==> src/hw/rtl/ray_sphere_intersect_top_assert.svh <==
// ----------------------------------------------------------------------------
// Assertion macros for the ray-sphere intersection block.
// Both macros expect clk and arst_n to be visible at the point of use.
// ----------------------------------------------------------------------------
`ifndef RAY_SPHERE_INTERSECT_TOP_ASSERT_SVH
`define RAY_SPHERE_INTERSECT_TOP_ASSERT_SVH

// The expression holds at every clock edge outside reset.
`define RSI_CHECK(name, expr) \
	name: assert property (@(posedge clk) disable iff (!arst_n) (expr)) \
		else $error("rsi check failed");

// When the first expression holds, the second holds in the next cycle.
`define RSI_CHECK_NEXT(name, pre, post) \
	name: assert property (@(posedge clk) disable iff (!arst_n) (pre) |=> (post)) \
		else $error("rsi check failed");

`endif

==> src/hw/rtl/rsi_pkg.sv <==
// ----------------------------------------------------------------------------
// rsi_pkg
// Shared types and constants of the ray-sphere intersection block.
// ----------------------------------------------------------------------------
package rsi_pkg;

	localparam int unsigned COORD_W    = 32;
	localparam int unsigned RADIUS_W   = 31;
	localparam int unsigned DIST_W     = 31;
	localparam int unsigned WIDE_W     = 66;
	localparam int unsigned DISC_W     = 132;
	localparam int unsigned FIFO_DEPTH = 4;

	typedef enum logic [1:0] {
		REG_CENTER_X = 2'd0,
		REG_CENTER_Y = 2'd1,
		REG_CENTER_Z = 2'd2,
		REG_RADIUS   = 2'd3
	} reg_idx_t;

	typedef struct packed {
		logic                miss;
		logic [WIDE_W-1:0]   a;
		logic [WIDE_W-1:0]   bm;
		logic [DISC_W-1:0]   disc;
	} fq_t;

endpackage

==> src/hw/rtl/rsi_fifo.sv <==
// ----------------------------------------------------------------------------
// rsi_fifo
// Short queue between the front and the back of the block.
// ----------------------------------------------------------------------------
module rsi_fifo import rsi_pkg::*; #(
	parameter int unsigned DEPTH = FIFO_DEPTH
) (
	input  logic clk,
	input  logic arst_n,
	input  logic push,
	input  fq_t  push_data,
	output logic full,
	input  logic pop,
	output logic not_empty,
	output fq_t  pop_data
);

	localparam int unsigned PW = (DEPTH > 1) ? $clog2(DEPTH) : 1;
	localparam int unsigned CW = $clog2(DEPTH + 1);

	fq_t           mem_q [DEPTH];
	logic [PW-1:0] wr_ptr_q, rd_ptr_q;
	logic [CW-1:0] count_q;

	assign full      = (count_q == CW'(DEPTH));
	assign not_empty = (count_q != '0);
	assign pop_data  = mem_q[rd_ptr_q];

	always_ff @(posedge clk or negedge arst_n) begin
		if (!arst_n) begin
			wr_ptr_q <= '0;
			rd_ptr_q <= '0;
			count_q  <= '0;
		end else begin
			if (push) begin
				wr_ptr_q <= (wr_ptr_q == PW'(DEPTH - 1)) ? '0 : wr_ptr_q + 1'b1;
			end
			if (pop) begin
				rd_ptr_q <= (rd_ptr_q == PW'(DEPTH - 1)) ? '0 : rd_ptr_q + 1'b1;
			end
			if (push && !pop) begin
				count_q <= count_q + 1'b1;
			end else if (pop && !push) begin
				count_q <= count_q - 1'b1;
			end
		end
	end

	always_ff @(posedge clk) begin
		if (push) begin
			mem_q[wr_ptr_q] <= push_data;
		end
	end

`include "ray_sphere_intersect_top_assert.svh"

	`RSI_CHECK(a_no_overflow, !(push && full))
	`RSI_CHECK(a_no_underflow, !(pop && !not_empty))
	`RSI_CHECK_NEXT(a_count_up, push && !pop, count_q == $past(count_q) + 1'b1)

endmodule

==> config.mk <==
export PLATFORM = sky130hd
export DESIGN_NAME = rsi_fifo
export DESIGN_NICKNAME = d
export VERILOG_FILES = /design/src/hw/rtl/rsi_pkg.sv /design/src/hw/rtl/rsi_fifo.sv
export VERILOG_INCLUDE_DIRS = /design/src /design/src/hw/rtl
export SDC_FILE = /design/constraint.sdc
export NUM_CORES = 1
export LEC_CHECK = 0
export BUFFER_PORTS_ARGS = -buffer_cell sky130_fd_sc_hd__buf_2
export CORE_ASPECT_RATIO = 1.25
export CORE_MARGIN = 2
export CORE_UTILIZATION = 40
export DETAILED_ROUTE_END_ITERATION = 8
export PLACE_DENSITY = 0.55
export RECOVER_POWER = 25
export SLEW_MARGIN = 25
export SYNTH_ARGS = -nofsm -noshare
export SYNTH_HDL_FRONTEND = slang
export SYNTH_SLANG_ARGS = --single-unit
==> constraint.sdc <==
create_clock -name clk -period 9.9 [get_ports clk]
set_input_delay 1.485 -clock clk [delete_from_list [all_inputs] [get_ports clk]]
set_output_delay 1.485 -clock clk [all_outputs]
set_load 0.02 [all_outputs]
# == After elaboration in Yosys (flattened, before gate mapping) ==
# Memory sizes are Yosys's and may differ from the RTL's.
# Index checks and enable logic that the tools add are counted.
# word_totals
regBits,7
ramBits,1060
input_bits,269
output_inout_bits,267
elab_cells,23
n_memories,1
# classes
addsub,4
eq_ne,3
muxes,6
reduce_logical,6
# memory_table
memory,words,word_bits,rd,rd_clocked_by_memory_dff,write_ports,line,rtl
mem_q,4,265,1,0,1,rsi_fifo.sv:21,fq_t mem_q [DEPTH];
# ops
operator,n
2-to-1 mux 3 bit,2
"adder 2 x 1 -> 2 bit, second input constant",2
"equality test 2 bit, second input constant",2
2-to-1 mux 2 bit,2
"adder 3 x 1 -> 3 bit, second input constant",1
"equality test 3 bit, second input constant",1
nonzero test 3 bit,1
"subtractor 3 x 1 -> 3 bit, second input constant",1
logical AND 1 bit,2
zero test 1 bit,2
2-to-1 mux 1 bit,2
nonzero test 2 bit,1

# == Depth between registers and ports, before layout ==
# depth
word_depth,4
mapped_depth,7
mapped_depth_nobuf,7

# == Least setup slack after synthesis ==
# No wires, ideal clock.
# synth_timing
path_kind,input port to flip-flop
startpoint,input push
endpoint,memory mem_q[0][0] (netlist name) (enable)
setup_ps,659
arrival_time_ps,7471
required_ps,9241
path_slack_ps,1770
path_stages,1
n_path_buf,0
path_cell_list,and2_1
# synth_between
elab_chain_cells,2
# synth_lines
element,line,rtl
from (decl),rsi_fifo.sv:10,"input logic push,"
2-to-1 mux 1 bit,rsi_fifo.sv:50,if (push) begin
2-to-1 mux 1 bit (not written as such),rsi_fifo.sv:51,mem_q[wr_ptr_q] <= push_data;
to (decl),rsi_fifo.sv:21,
# No other way between the ends.

==> flow_metrics.tcl <==
set metrics [dict create \
    status "finished, final reports clean" \
    synth_simple_gate_area_share_pct 0.147 \
    end_kind "primary output" \
    timing.final.ws_setup_ns 5.08 \
    cp_max_fo 47 \
    path_delay_family "buffers and inverters" \
    max_freq_mhz 207 \
    grt_pass1_wl_um 122000 \
    final_cell_mix "edfxtp_1 (1,060), buf_2 (375), clkbuf_1 (179), mux4_2 (151), mux4_1 (114)" \
    antenna_found_initial 26 \
    grt_pass1_vias 18700 \
    combPwrFrac_pct 30.0 \
    worstMarginPinSlew_ns 1.08 \
    synth_top_family_by_area "multiplexers" \
    synth_xor_area_share_pct 0.0672 \
    whs_ns 0.518 \
    die_area_mm2 0.100 \
    io_buffers 535 \
    critPathMaxStageDelay_ns 0.85 \
    drive_gt1_share_pct 33.5 \
    syn_area_per_cell_um2 27.5 \
    worstPathArrival_ns 3.34 \
    cts_made_buffers 105 \
    vdd.ir_drop.worst_mv 0.350 \
    cap_violations 0 \
    seq_area_frac_synth_pct 81.8 \
    crit_chain "buf_4 > mux4_1 > buf_2" \
    grtUsageTotal_pct 16.3 \
    wirelength_um 82400 \
    relSlewSlack_pct 28.3 \
    row_count 128 \
    worst-path-buf-inv 2 \
    powerDensity_mw_per_mm2 303 \
    ys_ff_latch 1067 \
    start_util_pct 40.2 \
    wl_per_cell_um 24.2 \
    min_path_type "flip-flop to flip-flop" \
    slew_viol_final 0 \
    period_needed_ns 4.82 \
    grt_overflow 0 \
    cts_tree "done" \
    synth_area_mm2 0.0391 \
    setup_viol 0 \
    drt-initial-drc-count 1087 \
    p_clk_share_pct 27.4 \
    clockBufferDepth 3 \
    yosysWarnings 0 \
    syn_inst 1422 \
    insertion_delay_ns 0.65 \
    power.internal_mw 9.63 \
    drc 0 \
    synthAdderAreaFrac_pct 0.243 \
    final_common_cell "edfxtp_1" \
    die_h_um 354 \
    post_cts_buffers 0 \
    start_kind "flip-flop" \
    grt_max_degree 127 \
    finClkSkew_ns 0.0250 \
    dp_slack_ns 5.45 \
    rsz0062_at_grt "no" \
    hold_viol 0 \
    dp_hpwl_um 50000 \
    r2r_setup_slack_ns 6.63 \
    hold_buffers 0 \
    vias 17400 \
    p_leak_nw 15.5 \
    io_pins 536 \
    clk_pin_slew_ns 0.06 \
    core_mm2 0.0972 \
    p_sw_share_pct 31.6 \
    cts_resized 0 \
    min_period_over_period_pct 48.7 \
    dr.pass1.iters 5 \
    seq_power_share_pct 42.6 \
    synth-compound-area-share_pct 0.0256 \
    htree_levels 3 \
    synth.net_count 1698 \
    drtAntennaViolNets 0 \
    cp_slowest_cell "dfrtp_4" \
    power_mw 14.1 \
    gp_congestion 0.739 \
    syn_to_final_growth_pct 18.6 \
    num-nets-final 2299 \
    fillers 8074 \
    cts_sinks 1067 \
    synthMuxAreaShare_pct 16.4 \
    required_ns 8.42 \
    via_per_inst 5.10 \
    setup_tns_ns 0 \
    synth.distinct_cells 20 \
    worstSetupPathType "flip-flop to primary output" \
    p_switching_mw 4.45 \
    die_w_um 284 \
    cts-root-buf "clkbuf_16" \
]
-- power by group through the flow --
stage / sequential, mW / clock (mW) / combinational (mW)
5_1_grt: 6.06 / 4.16 / 4.49
6_report: 5.99 / 3.86 / 4.23
3_5_place_dp: 6.10 / 0 / 4.35
4_1_cts: 6.01 / 3.98 / 4.36
2_1_floorplan: 6.18 / 0 / 2.97
3_3_place_gp: 6.06 / 0 / 4.35
-- final cells by class --
class	instances	area (um2)	share of cell area [%]
repair buffers	554	2730	5.89
clock buffers	129	2780	5.99
diodes	6	15.0	0.0324
flip-flops and latches	1067	32000	69.0
multi-input cells	291	6630	14.3
well taps	1300	1630	3.51
clock inverters	62	584	1.26
inverters	4	15.0	0.0324
-- synthesized netlist by cell type --
| cell | number | area (um2) |
|---|---|---|
| or3_1 | 1 | 6.26 |
| xnor2_1 | 1 | 8.76 |
| and2_1 | 4 | 25.0 |
| inv_1 | 4 | 15.0 |
| mux4_1 | 114 | 3000 |
| ha_1 | 6 | 75.1 |
| nor3b_1 | 1 | 7.51 |
| mux2_2 | 3 | 33.8 |
| dfrtp_1 | 7 | 175 |
| o21ai_0 | 2 | 10.0 |
| clkbuf_1 | 5 | 18.8 |
| nor2_1 | 3 | 11.3 |
| mux4_2 | 151 | 3400 |
| buf_2 | 28 | 140 |
| buf_6 | 24 | 270 |
| nand2_1 | 2 | 7.51 |
| edfxtp_1 | 1060 | 31800 |
| xor2_1 | 2 | 17.5 |
| buf_8 | 3 | 45.0 |
| fa_1 | 1 | 20.0 |
-- registers in the layout, indices dropped and copies added (netlist names) --
name,flops
mem_q,1060
wr_ptr_q,2
rd_ptr_q,2
count_q,3
-- cell families (layout without fill, tap and decap cells) --
| logic type | count (synthesis) | in the layout |
|---|---|---|
| AND/OR/NAND/NOR | 11 | 11 |
| buffers and inverters | 64 | 749 |
| adder cells (fa/ha/maj) | 7 | 7 |
| AO/OA/AOI/OAI | 2 | 2 |
| other | 0 | 6 |
| XOR/XNOR | 3 | 3 |
| flip-flops | 1067 | 1067 |
| multiplexers | 268 | 268 |
-- metrics by stage --
step / std cells / cell area (um2) / utilization, %
floorplan: 1422 / 39100 / -
global placement: 3215 / 43200 / 44.4
detailed placement: 3216 / 43200 / 44.5
CTS: 3407 / 46600 / 47.9
global route: 3410 / 46400 / 47.7
finish: 3413 / 46400 / 47.7
-- worst paths after layout --
path,startpoint,to,cells past startpoint
worst max-delay path,rd_ptr_q[0]$_DFFE_PN0P_,pop_data[33],3
worst min-delay path,count_q[2]$_DFFE_PN0P_,count_q[2]$_DFFE_PN0P_,1
worst max register to register,wr_ptr_q[1]$_DFFE_PN0P_,mem_q[1][121]$_DFFE_PP_,5
worst min register to register,count_q[2]$_DFFE_PN0P_,count_q[2]$_DFFE_PN0P_,1
max in group asynchronous,arst_n,rd_ptr_q[0]$_DFFE_PN0P_,1
min in group asynchronous,arst_n,wr_ptr_q[0]$_DFFE_PN0P_,1
-- metal layers --
layer  part of all wire, %  wire, um  global-route usage (%)  vias to the layer above
li1                      -         -                       -                     7539
met1                    39     32400                    20.0                     9177
met2                    51     41600                    27.5                      522
met3                   7.6      6250                    5.46                      155
met4                   2.4      1980                    4.81                       28
met5                  0.22       183                       0                        -
Power figures use the tool's default switching activity.
